===== src/hdl/gcb_pkg.sv =====
// greedy column balancer: shared widths, codes and structs
// no dependencies
`timescale 1ns / 1ps

package gcb_pkg;

	// field widths
	localparam int RANK_W = 6;
	localparam int ELEM_W = 32;
	localparam int COL_W  = 20;
	localparam int SIZE_W = 13;
	localparam int CNT_W  = 7;
	localparam int ADDR_W = 3;
	localparam int DATA_W = 32;

	// operation codes
	localparam logic OP_GREEDY = 1'b0;
	localparam logic OP_PINNED = 1'b1;

	// register index, taken from paddr[2]
	localparam logic REG_NUM_RANKS = 1'b0;
	localparam logic [CNT_W-1:0] NUM_RANKS_RESET = 7'd1;

	// load memory access from the sequencer
	typedef struct packed {
		logic              we;
		logic [RANK_W-1:0] addr;
		logic [ELEM_W-1:0] elem;
		logic [COL_W-1:0]  col;
	} mem_req_t;

	// registered load read data
	typedef struct packed {
		logic [ELEM_W-1:0] elem;
		logic [COL_W-1:0]  col;
	} mem_rsp_t;

endpackage


===== src/hdl/gcb_in_if.sv =====
// greedy column balancer: input item channel
// depends on gcb_pkg
`timescale 1ns / 1ps

interface gcb_in_if import gcb_pkg::*; ();
	logic              valid;
	logic              ready;
	logic              operation;
	logic [SIZE_W-1:0] column_size;
	logic [RANK_W-1:0] pinned_rank;

	modport source (output valid, output operation, output column_size,
		output pinned_rank, input ready);
	modport sink (input valid, input operation, input column_size,
		input pinned_rank, output ready);
endinterface


===== src/hdl/gcb_out_if.sv =====
// greedy column balancer: result item channel
// depends on gcb_pkg
`timescale 1ns / 1ps

interface gcb_out_if import gcb_pkg::*; ();
	logic              valid;
	logic              ready;
	logic [RANK_W-1:0] assigned_rank;
	logic [ELEM_W-1:0] rank_element_total;
	logic [COL_W-1:0]  rank_column_total;

	modport source (output valid, output assigned_rank, output rank_element_total,
		output rank_column_total, input ready);
	modport sink (input valid, input assigned_rank, input rank_element_total,
		input rank_column_total, output ready);
endinterface


===== src/hdl/greedy_column_balancer.sv =====
// greedy column balancer top level: register port, load memory and sequencer
// item path: pinned item goes FETCH then UPDATE, greedy item goes SCAN over the n active ranks, FETCH, UPDATE
// one item at a time: a new item is accepted only in IDLE, once the last one has left UPDATE
// the greedy path is paced by the min scan, one load memory read per rank per cycle
// reset clears all loads, the round mask and sets num_ranks to 1; no clearing pass
// depends on gcb_pkg, gcb_in_if, gcb_out_if, gcb_load_mem, gcb_ctrl
`timescale 1ns / 1ps

module greedy_column_balancer import gcb_pkg::*; #(
	parameter int MAX_RANKS = 64
) (
	input  logic              clk,
	input  logic              arst_n,
	input  logic              psel,
	input  logic              penable,
	input  logic              pwrite,
	input  logic [ADDR_W-1:0] paddr,
	input  logic [DATA_W-1:0] pwdata,
	output logic [DATA_W-1:0] prdata,
	output logic              pready,
	gcb_in_if.sink            req,
	gcb_out_if.source         rsp
);

	localparam int DEPTH = (MAX_RANKS < 64) ? MAX_RANKS : 64;
	localparam int IDX_W = (DEPTH > 1) ? $clog2(DEPTH) : 1;

	logic [CNT_W-1:0] num_ranks_q;
	logic [CNT_W-1:0] act_cnt;
	mem_req_t         mem_req;
	mem_rsp_t         mem_rsp;

	// register write
	always_ff @(posedge clk or negedge arst_n) begin
		if (!arst_n) begin
			num_ranks_q <= NUM_RANKS_RESET;
		end else if (psel && penable && pwrite && pready && (paddr[2] == REG_NUM_RANKS)) begin
			num_ranks_q <= pwdata[CNT_W-1:0];
		end
	end

	assign pready = 1'b1;
	assign prdata = (paddr[2] == REG_NUM_RANKS) ? DATA_W'(num_ranks_q) : '0;

	// active rank count clamped to 1..DEPTH
	always_comb begin
		if (num_ranks_q == '0) begin
			act_cnt = CNT_W'(1);
		end else if (num_ranks_q > CNT_W'(DEPTH)) begin
			act_cnt = CNT_W'(DEPTH);
		end else begin
			act_cnt = num_ranks_q;
		end
	end

	gcb_load_mem #(
		.DEPTH(DEPTH),
		.IDX_W(IDX_W)
	) u_mem (
		.clk    (clk),
		.arst_n (arst_n),
		.req    (mem_req),
		.rsp    (mem_rsp)
	);

	gcb_ctrl #(
		.DEPTH(DEPTH),
		.IDX_W(IDX_W)
	) u_ctrl (
		.clk     (clk),
		.arst_n  (arst_n),
		.act_cnt (act_cnt),
		.req     (req),
		.rsp     (rsp),
		.mem_req (mem_req),
		.mem_rsp (mem_rsp)
	);

endmodule


===== src/hdl/gcb_load_mem.sv =====
// greedy column balancer: per-rank element and column load memory
// one shared read/write address, registered read, valid bits cleared by reset; uses gcb_pkg
`timescale 1ns / 1ps

module gcb_load_mem import gcb_pkg::*; #(
	parameter int DEPTH = 64,
	parameter int IDX_W = 6
) (
	input  logic     clk,
	input  logic     arst_n,
	input  mem_req_t req,
	output mem_rsp_t rsp
);

	logic [ELEM_W-1:0] elem_mem [DEPTH];
	logic [COL_W-1:0]  col_mem  [DEPTH];
	logic [DEPTH-1:0]  vld_q;
	logic [ELEM_W-1:0] rd_elem_q;
	logic [COL_W-1:0]  rd_col_q;
	logic              rd_vld_q;
	logic [IDX_W-1:0]  idx;

	assign idx = req.addr[IDX_W-1:0];

	// memory write and registered read
	always_ff @(posedge clk) begin
		if (req.we) begin
			elem_mem[idx] <= req.elem;
			col_mem[idx]  <= req.col;
		end
		rd_elem_q <= elem_mem[idx];
		rd_col_q  <= col_mem[idx];
	end

	// valid bits, an entry never written reads as zero load
	always_ff @(posedge clk or negedge arst_n) begin
		if (!arst_n) begin
			vld_q    <= '0;
			rd_vld_q <= 1'b0;
		end else begin
			if (req.we) begin
				vld_q[idx] <= 1'b1;
			end
			rd_vld_q <= vld_q[idx];
		end
	end

	assign rsp.elem = rd_vld_q ? rd_elem_q : '0;
	assign rsp.col  = rd_vld_q ? rd_col_q : '0;

endmodule


===== src/hdl/gcb_ctrl.sv =====
// greedy column balancer: sequencer with shared min-compare and saturating update
// drives gcb_load_mem, holds the round mask and result register; uses gcb_pkg, gcb_in_if, gcb_out_if
`timescale 1ns / 1ps

module gcb_ctrl import gcb_pkg::*; #(
	parameter int DEPTH = 64,
	parameter int IDX_W = 6
) (
	input  logic             clk,
	input  logic             arst_n,
	input  logic [CNT_W-1:0] act_cnt,
	gcb_in_if.sink           req,
	gcb_out_if.source        rsp,
	output mem_req_t         mem_req,
	input  mem_rsp_t         mem_rsp
);

	typedef enum logic [3:0] {
		ST_IDLE   = 4'b0001,
		ST_SCAN   = 4'b0010,
		ST_FETCH  = 4'b0100,
		ST_UPDATE = 4'b1000
	} gcb_state_t;

	gcb_state_t        state_q;
	logic              op_q;
	logic [SIZE_W-1:0] size_q;
	logic [RANK_W-1:0] rank_q;
	logic [RANK_W-1:0] iss_q;
	logic              iss_done_q;
	logic              pend_s1;
	logic [RANK_W-1:0] idx_s1;
	logic              found_q;
	logic [ELEM_W-1:0] best_q;
	logic [DEPTH-1:0]  free_q;
	logic              out_valid_q;
	logic [RANK_W-1:0] out_rank_q;
	logic [ELEM_W-1:0] out_elem_q;
	logic [COL_W-1:0]  out_col_q;

	logic [DEPTH-1:0]  amask;
	logic [RANK_W-1:0] last_rank;
	logic [RANK_W-1:0] pin_rank;
	logic              accept;
	logic              upd_fire;
	logic              cand;
	logic              better;
	logic [ELEM_W:0]   sum;
	logic [ELEM_W-1:0] new_elem;
	logic [COL_W-1:0]  new_col;

	// active rank mask and clamped ranks
	always_comb begin
		for (int i = 0; i < DEPTH; i++) begin
			amask[i] = (CNT_W'(i) < act_cnt);
		end
	end
	assign last_rank = RANK_W'(act_cnt - CNT_W'(1));
	assign pin_rank  = ({1'b0, req.pinned_rank} < act_cnt) ? req.pinned_rank : last_rank;

	assign accept   = (state_q == ST_IDLE) && req.valid;
	assign upd_fire = (state_q == ST_UPDATE) && (!out_valid_q || rsp.ready);
	assign req.ready = (state_q == ST_IDLE);

	// shared compare: candidate still free in the round and strictly lighter
	assign cand   = free_q[idx_s1[IDX_W-1:0]];
	assign better = cand && (!found_q || (mem_rsp.elem < best_q));

	// saturating update of the chosen rank
	assign sum      = {1'b0, mem_rsp.elem} + (ELEM_W + 1)'(size_q);
	assign new_elem = sum[ELEM_W] ? '1 : sum[ELEM_W-1:0];
	assign new_col  = (mem_rsp.col == '1) ? mem_rsp.col : mem_rsp.col + COL_W'(1);

	// load memory access
	assign mem_req.we   = upd_fire;
	assign mem_req.addr = (state_q == ST_SCAN) ? iss_q : rank_q;
	assign mem_req.elem = new_elem;
	assign mem_req.col  = new_col;

	// sequencer
	always_ff @(posedge clk or negedge arst_n) begin
		if (!arst_n) begin
			state_q     <= ST_IDLE;
			free_q      <= '0;
			iss_done_q  <= 1'b0;
			pend_s1     <= 1'b0;
			found_q     <= 1'b0;
			out_valid_q <= 1'b0;
		end else begin
			// result register: loaded on update, emptied when taken
			if (upd_fire) begin
				out_valid_q <= 1'b1;
			end else if (rsp.ready) begin
				out_valid_q <= 1'b0;
			end
			case (state_q)
				ST_IDLE: begin
					if (accept) begin
						iss_done_q <= 1'b0;
						pend_s1    <= 1'b0;
						found_q    <= 1'b0;
						if (req.operation == OP_PINNED) begin
							state_q <= ST_FETCH;
						end else begin
							// refill the round once no active rank is free
							if ((free_q & amask) == '0) begin
								free_q <= amask;
							end
							state_q <= ST_SCAN;
						end
					end
				end
				ST_SCAN: begin
					pend_s1 <= !iss_done_q;
					if (iss_q == last_rank) begin
						iss_done_q <= 1'b1;
					end
					if (pend_s1 && better) begin
						found_q <= 1'b1;
					end
					if (pend_s1 && (idx_s1 == last_rank)) begin
						state_q <= ST_FETCH;
					end
				end
				ST_FETCH: begin
					state_q <= ST_UPDATE;
				end
				ST_UPDATE: begin
					if (upd_fire) begin
						if (op_q == OP_GREEDY) begin
							free_q[rank_q[IDX_W-1:0]] <= 1'b0;
						end
						state_q <= ST_IDLE;
					end
				end
				default: begin
					state_q <= ST_IDLE;
				end
			endcase
		end
	end

	// item fields, scan pointers and result payload
	always_ff @(posedge clk) begin
		if (accept) begin
			op_q   <= req.operation;
			size_q <= req.column_size;
			rank_q <= pin_rank;
			iss_q  <= '0;
		end
		if (state_q == ST_SCAN) begin
			idx_s1 <= iss_q;
			if (!iss_done_q && (iss_q != last_rank)) begin
				iss_q <= iss_q + RANK_W'(1);
			end
			if (pend_s1 && better) begin
				best_q <= mem_rsp.elem;
				rank_q <= idx_s1;
			end
		end
		if (upd_fire) begin
			out_rank_q <= rank_q;
			out_elem_q <= new_elem;
			out_col_q  <= new_col;
		end
	end

	assign rsp.valid              = out_valid_q;
	assign rsp.assigned_rank      = out_rank_q;
	assign rsp.rank_element_total = out_elem_q;
	assign rsp.rank_column_total  = out_col_q;

endmodule


===== src/flat_wrapper.sv =====
// flat-port wrapper written by rule: the top's interface ports become plain ports
module greedy_column_balancer_flat import gcb_pkg::*;
#(
	parameter int MAX_RANKS = 64
)
  (clk, arst_n, psel, penable, pwrite, paddr, pwdata, prdata, pready, req_valid, req_operation, req_column_size, req_pinned_rank, req_ready, rsp_valid, rsp_assigned_rank, rsp_rank_element_total, rsp_rank_column_total, rsp_ready);
  gcb_in_if req_i ();
  gcb_out_if rsp_i ();
  input  logic clk;
  input  logic arst_n;
  input  logic psel;
  input  logic penable;
  input  logic pwrite;
  input  logic [ADDR_W-1:0] paddr;
  input  logic [DATA_W-1:0] pwdata;
  output logic [DATA_W-1:0] prdata;
  output logic pready;
  input wire logic [$bits(req_i.valid)-1:0] req_valid;
  input wire logic [$bits(req_i.operation)-1:0] req_operation;
  input wire logic [$bits(req_i.column_size)-1:0] req_column_size;
  input wire logic [$bits(req_i.pinned_rank)-1:0] req_pinned_rank;
  output wire logic [$bits(req_i.ready)-1:0] req_ready;
  output wire logic [$bits(rsp_i.valid)-1:0] rsp_valid;
  output wire logic [$bits(rsp_i.assigned_rank)-1:0] rsp_assigned_rank;
  output wire logic [$bits(rsp_i.rank_element_total)-1:0] rsp_rank_element_total;
  output wire logic [$bits(rsp_i.rank_column_total)-1:0] rsp_rank_column_total;
  input wire logic [$bits(rsp_i.ready)-1:0] rsp_ready;
  assign req_i.valid = req_valid;
  assign req_i.operation = req_operation;
  assign req_i.column_size = req_column_size;
  assign req_i.pinned_rank = req_pinned_rank;
  assign req_ready = req_i.ready;
  assign rsp_valid = rsp_i.valid;
  assign rsp_assigned_rank = rsp_i.assigned_rank;
  assign rsp_rank_element_total = rsp_i.rank_element_total;
  assign rsp_rank_column_total = rsp_i.rank_column_total;
  assign rsp_i.ready = rsp_ready;
  greedy_column_balancer #(.MAX_RANKS(MAX_RANKS)) u_core (.clk(clk), .arst_n(arst_n), .psel(psel), .penable(penable), .pwrite(pwrite), .paddr(paddr), .pwdata(pwdata), .prdata(prdata), .pready(pready), .req(req_i), .rsp(rsp_i));
endmodule

===== config.mk =====
export PLATFORM = sky130hd
export DESIGN_NAME = greedy_column_balancer_flat
export DESIGN_NICKNAME = d
export VERILOG_FILES = /design/src/hdl/gcb_pkg.sv /design/src/hdl/gcb_in_if.sv /design/src/hdl/gcb_out_if.sv /design/src/hdl/greedy_column_balancer.sv /design/src/hdl/gcb_load_mem.sv /design/src/hdl/gcb_ctrl.sv /design/src/flat_wrapper.sv
export SDC_FILE = /design/constraint.sdc
export NUM_CORES = 2
export LEC_CHECK = 0
export ABC_AREA = 1
export BUFFER_PORTS_ARGS = -buffer_cell sky130_fd_sc_hd__buf_2
export CORE_ASPECT_RATIO = 0.75
export CORE_MARGIN = 5
export CORE_UTILIZATION = 55
export CTS_CLUSTER_DIAMETER = 120
export DETAILED_ROUTE_END_ITERATION = 10
export PLACE_DENSITY = 0.71
export SLEW_MARGIN = 20
export SYNTH_ARGS = -nofsm -noshare
export SYNTH_HDL_FRONTEND = slang
export SYNTH_SLANG_ARGS = --single-unit
export TNS_END_PERCENT = 5

===== constraint.sdc =====
create_clock -name clk -period 8.9 [get_ports clk]
set_clock_uncertainty 0.1 [all_clocks]
set_input_delay 1.78 -clock clk [delete_from_list [all_inputs] [get_ports clk]]
set_output_delay 1.78 -clock clk [all_outputs]
set_load 0.01 [all_outputs]

==> qor.yml <==
route:
  viasPerCell: 6.61
  antenna_left: 0
  post_drt_wl_per_cell_um: 32.4
  vias: 89988
  drt_iter0_markers: 15556
  first_pass_iters: 6
  drc: 0
  wirelength_um: 441000
power_and_ir_drop:
  power_density_nw_per_um2: 330
  p_clk_share_pct: 27.7
  pwr-share-comb_pct: 29.5
  p_int_mw: 33.3
  leakage_nw: 54.1
  switching_share_pct: 35.3
  power.switching_mw: 18.1
  p_seq_share_pct: 42.8
  peakVddDrop_mv: 0.362
critical_path:
  rr_endpoint: "u_core.u_mem.rd_elem_q[7]$_DFF_P_"
  rrSetupSlack_ns: 2.94
  cp.required_ns: 9.64
  r2r.worst_path.cells: 14
  crit_end: "u_core.u_mem.rd_elem_q[7]$_DFF_P_"
  worstSetupPathType: "flop to flop"
  crit_fanout: 76
  r2r_start: "u_core.u_ctrl.state_q[2]$_DFFE_PN0P_"
  worstPathArrival_ns: 6.71
  crit_path_start_kind: "flop"
  setup.worst_path.start: "u_core.u_ctrl.state_q[2]$_DFFE_PN0P_"
  end_kind: "flop"
clock_tree:
  clock-root-buffer: "clkbuf_16"
  clock_sinks: 3646
  clkSlewWorstSetupHoldPaths_ns: 0.07
  cts_tree: "yes"
  clock_path_buffers: 4
  cts_inserted_buffers: 340
  cts_setup_buffers: 0
  cts_hold_buf: 0
  clk_latency_ns: 0.91
  cts_resized: 0
  h-tree-depth: 5
sta:
  final-hold-violation-count: 0
  period_share_pct: 67.0
  maxSlewViolCount: 0
  layout_setup_ws_ns: 2.94
  slew_headroom_pct: 9.89
  setup_tns_ns: 0
  rsz0062_at_grt: "false"
  max_freq_mhz: 168
  worst-slew-pin-transition_ns: 1.35
  finalSetupViolations: 0
  period_minus_slack_ns: 5.96
global_route:
  grt_max_degree: 134
  grt_pass1_wl_um: 617000
  antenna_found_initial: 22
  gr-usage-all-layers_pct: 32.8
  grt_pass1_vias: 84779
  grt_overflow: 0
logic_synthesis:
  syn_inst: 9744
  syn_area_per_cell_um2: 14.3
  syn-cell-area_um2: 139000
  synth-edff-count: 3438
  synth_flop_cell: "edfxtp_1"
  synth-seq-cells: 3646
  async_flop_share_pct: 3.95
  yosysWarnings: 0
  synth_cell_types: 62
  synth.yosys.seq_area_share_pct: 77.5
cells_and_area:
  fill_cells: 18276
  final_net_count: 10041
  area_growth_syn_to_layout_pct: 11.9
  drive_above_1_share_pct: 9.80
floorplanning:
  die_h_um: 446
  die_area_um2: 264000
  core_um2: 253000
  num_rows: 160
  die_w_um: 592
  initial_core_util_pct: 55.1
  io_pins: 155
outcome:
  status: "completed"
min_path:
  hold_start: "u_core.u_mem.vld_q[31]$_DFFE_PN0P_"
  hold_class: "flop to flop"
place:
  post-dp-hpwl_um: 230000
  dp_slack_ns: 3.16
  io_buffers: 101
  place.gp.congestion: 0.909
job:
  drv_cap: 0
==> per-layer routing <==
metal | part of all wire, % | global-route usage [%]
met1 | 36 | 46.9
met4 | 4.8 | 13.1
met2 | 43 | 47.4
met3 | 16 | 9.90
met5 | 0.016 | 0
==> metrics by stage <==
step | area, um^2 | power (mW) | hold slack (ns) | util [%] | cells
final | 156000 | 51.4 | 0.360 | 61.7 | 13616
after global placement | 145000 | 36.6 | 0.338 | 57.4 | 12982
after CTS | 156000 | 51.0 | 0.359 | 61.6 | 13602
after detailed placement | 145000 | 36.9 | 0.345 | 57.4 | 12986
after floorplan | 140000 | 31.3 | 0.306 | - | 9768
after global routing | 156000 | 53.2 | 0.370 | 61.7 | 13605
==> cell type report <==
type,instances,area [um^2],area share [%]
diodes,14,35.0,0.0224
clock buffers,447,9300,5.96
clock inverters,169,1440,0.925
inverters,450,1750,1.12
multi-input cells,5157,28300,18.1
flip-flops and latches,3646,108000,69.3
well taps,3402,4260,2.73
repair buffers,331,2900,1.86
==> sequential cells by signal, summed over array words and instances, names as in the netlist, 13 cells and up <==
| signal | cells |
|---|---|
| u_core.u_ctrl.free_q | 64 |
| u_core.u_ctrl.rsp.rank_element_total | 32 |
| u_core.u_mem.rd_elem_q | 32 |
| u_core.u_mem.elem_mem | 2048 |
| u_core.u_mem.vld_q | 64 |
| u_core.u_ctrl.rsp.rank_column_total | 20 |
| u_core.u_mem.col_mem | 1280 |
| u_core.u_ctrl.size_q | 13 |
| u_core.u_ctrl.best_q | 32 |
| u_core.u_mem.rd_col_q | 20 |
==> worst min-delay path by stage <==
stage                                                    end  slack (ns)  depth (start not counted)
final                     u_core.u_mem.vld_q[31]$_DFFE_PN0P_        0.36                          2
after global routing      u_core.u_mem.vld_q[10]$_DFFE_PN0P_        0.37                          2
after CTS                  u_core.u_mem.vld_q[1]$_DFFE_PN0P_        0.36                          2
after detailed placement   u_core.u_mem.vld_q[1]$_DFFE_PN0P_        0.35                          2
after global placement     u_core.u_mem.vld_q[4]$_DFFE_PN0P_        0.34                          2
after floorplan            u_core.u_ctrl.idx_s1[4]$_DFFE_PP_        0.31                          0
==> power by group through the flow <==
stage	Sequential (mW)	Clock (mW)	Combinational, mW
after floorplan	22.3	0	9.00
after global placement	22.4	0	14.2
after detailed placement	22.4	0	14.6
after CTS	22.0	14.3	14.7
after global routing	22.0	15.1	16.1
final	22.0	14.3	15.2
==> cell usage in the layout (no fill, tap or decap), drive strengths merged, types with 43 or more instances in the layout <==
cell,synthesis,layout
o21ai,323,323
dfrtp,142,142
edfxtp,3438,3438
nand2,2113,2113
nand4,290,290
a221oi,162,162
a21oi,176,176
nor3,43,43
inv,447,455
clkbuf,110,447
clkinv,3,134
buf,405,331
nor2,399,399
nand3,425,425
ha,52,52
dfxtp,64,64
a22oi,904,904
==> critical path, stage by stage, from the launching register on <==
cell and delay [ns]:
dfrtp_1 0.41, nor2_1 0.17, nand2_2 0.37, o21ai_2 0.54, nand3_4 0.64, inv_8 0.82, buf_4 0.77, buf_4 0.94
a22oi_1 0.20, and3_1 0.22, nand3_1 0.11, nand2_1 0.07, nand2_1 0.11, nor2_1 0.13, nand2_1 0.11
==> cell families after synthesis <==
logic type | count (synthesis) | synth area share, %
AO/OA/AOI/OAI | 1731 | 8.64
XOR/XNOR | 37 | 0.232
adder cells (fa/ha/maj) | 53 | 0.481
buffers and inverters | 965 | 3.07
flip-flops | 3646 | 77.5
other | 2 | 0.00538
AND/OR/NAND/NOR | 3310 | 10.1
==> cell usage after synthesis (3+ instances only) <==
master     number  share of area, %
o211ai_1       21              0.11
nand2_2         8             0.036
a211oi_1       27              0.15
nor3_1         31              0.11
nor3_2          6             0.043
o21ai_2         6             0.038
or2_2          16             0.072
o21ai_1        43              0.15
buf_1           6             0.016
inv_1         420               1.1
ha_1           52              0.47
buf_4          40              0.22
nand2_1      2105               5.7
clkinv_1        3            0.0081
dfxtp_1        64              0.92
edfxtp_1     3438                74
xor2_1         28              0.18
nand4_1       289               1.3
nor2_1        390               1.0
o22ai_1        32              0.14
o21a_1          9             0.048
inv_2          26             0.070
o21ai_4         3             0.035
nand3_2         6             0.043
buf_6           9             0.073
o21ai_0       271              0.97
or2_1           8             0.036
dfrtp_1       142               2.5
nand3_1       419               1.5
o2111a_1        4             0.032
nor3_4          6             0.070
o2111ai_1      28              0.18
a22oi_1       904               4.9
a221oi_1      162               1.0
a22o_1         29              0.18
nor2_2          8             0.036
o31ai_1         3             0.016
xnor2_1         9             0.057
a21oi_1       176              0.63
nor4_1          3             0.013
and3_1          8             0.036
buf_2         350               1.3
clkbuf_1      110              0.30
(Power assumes the default switching activity.)
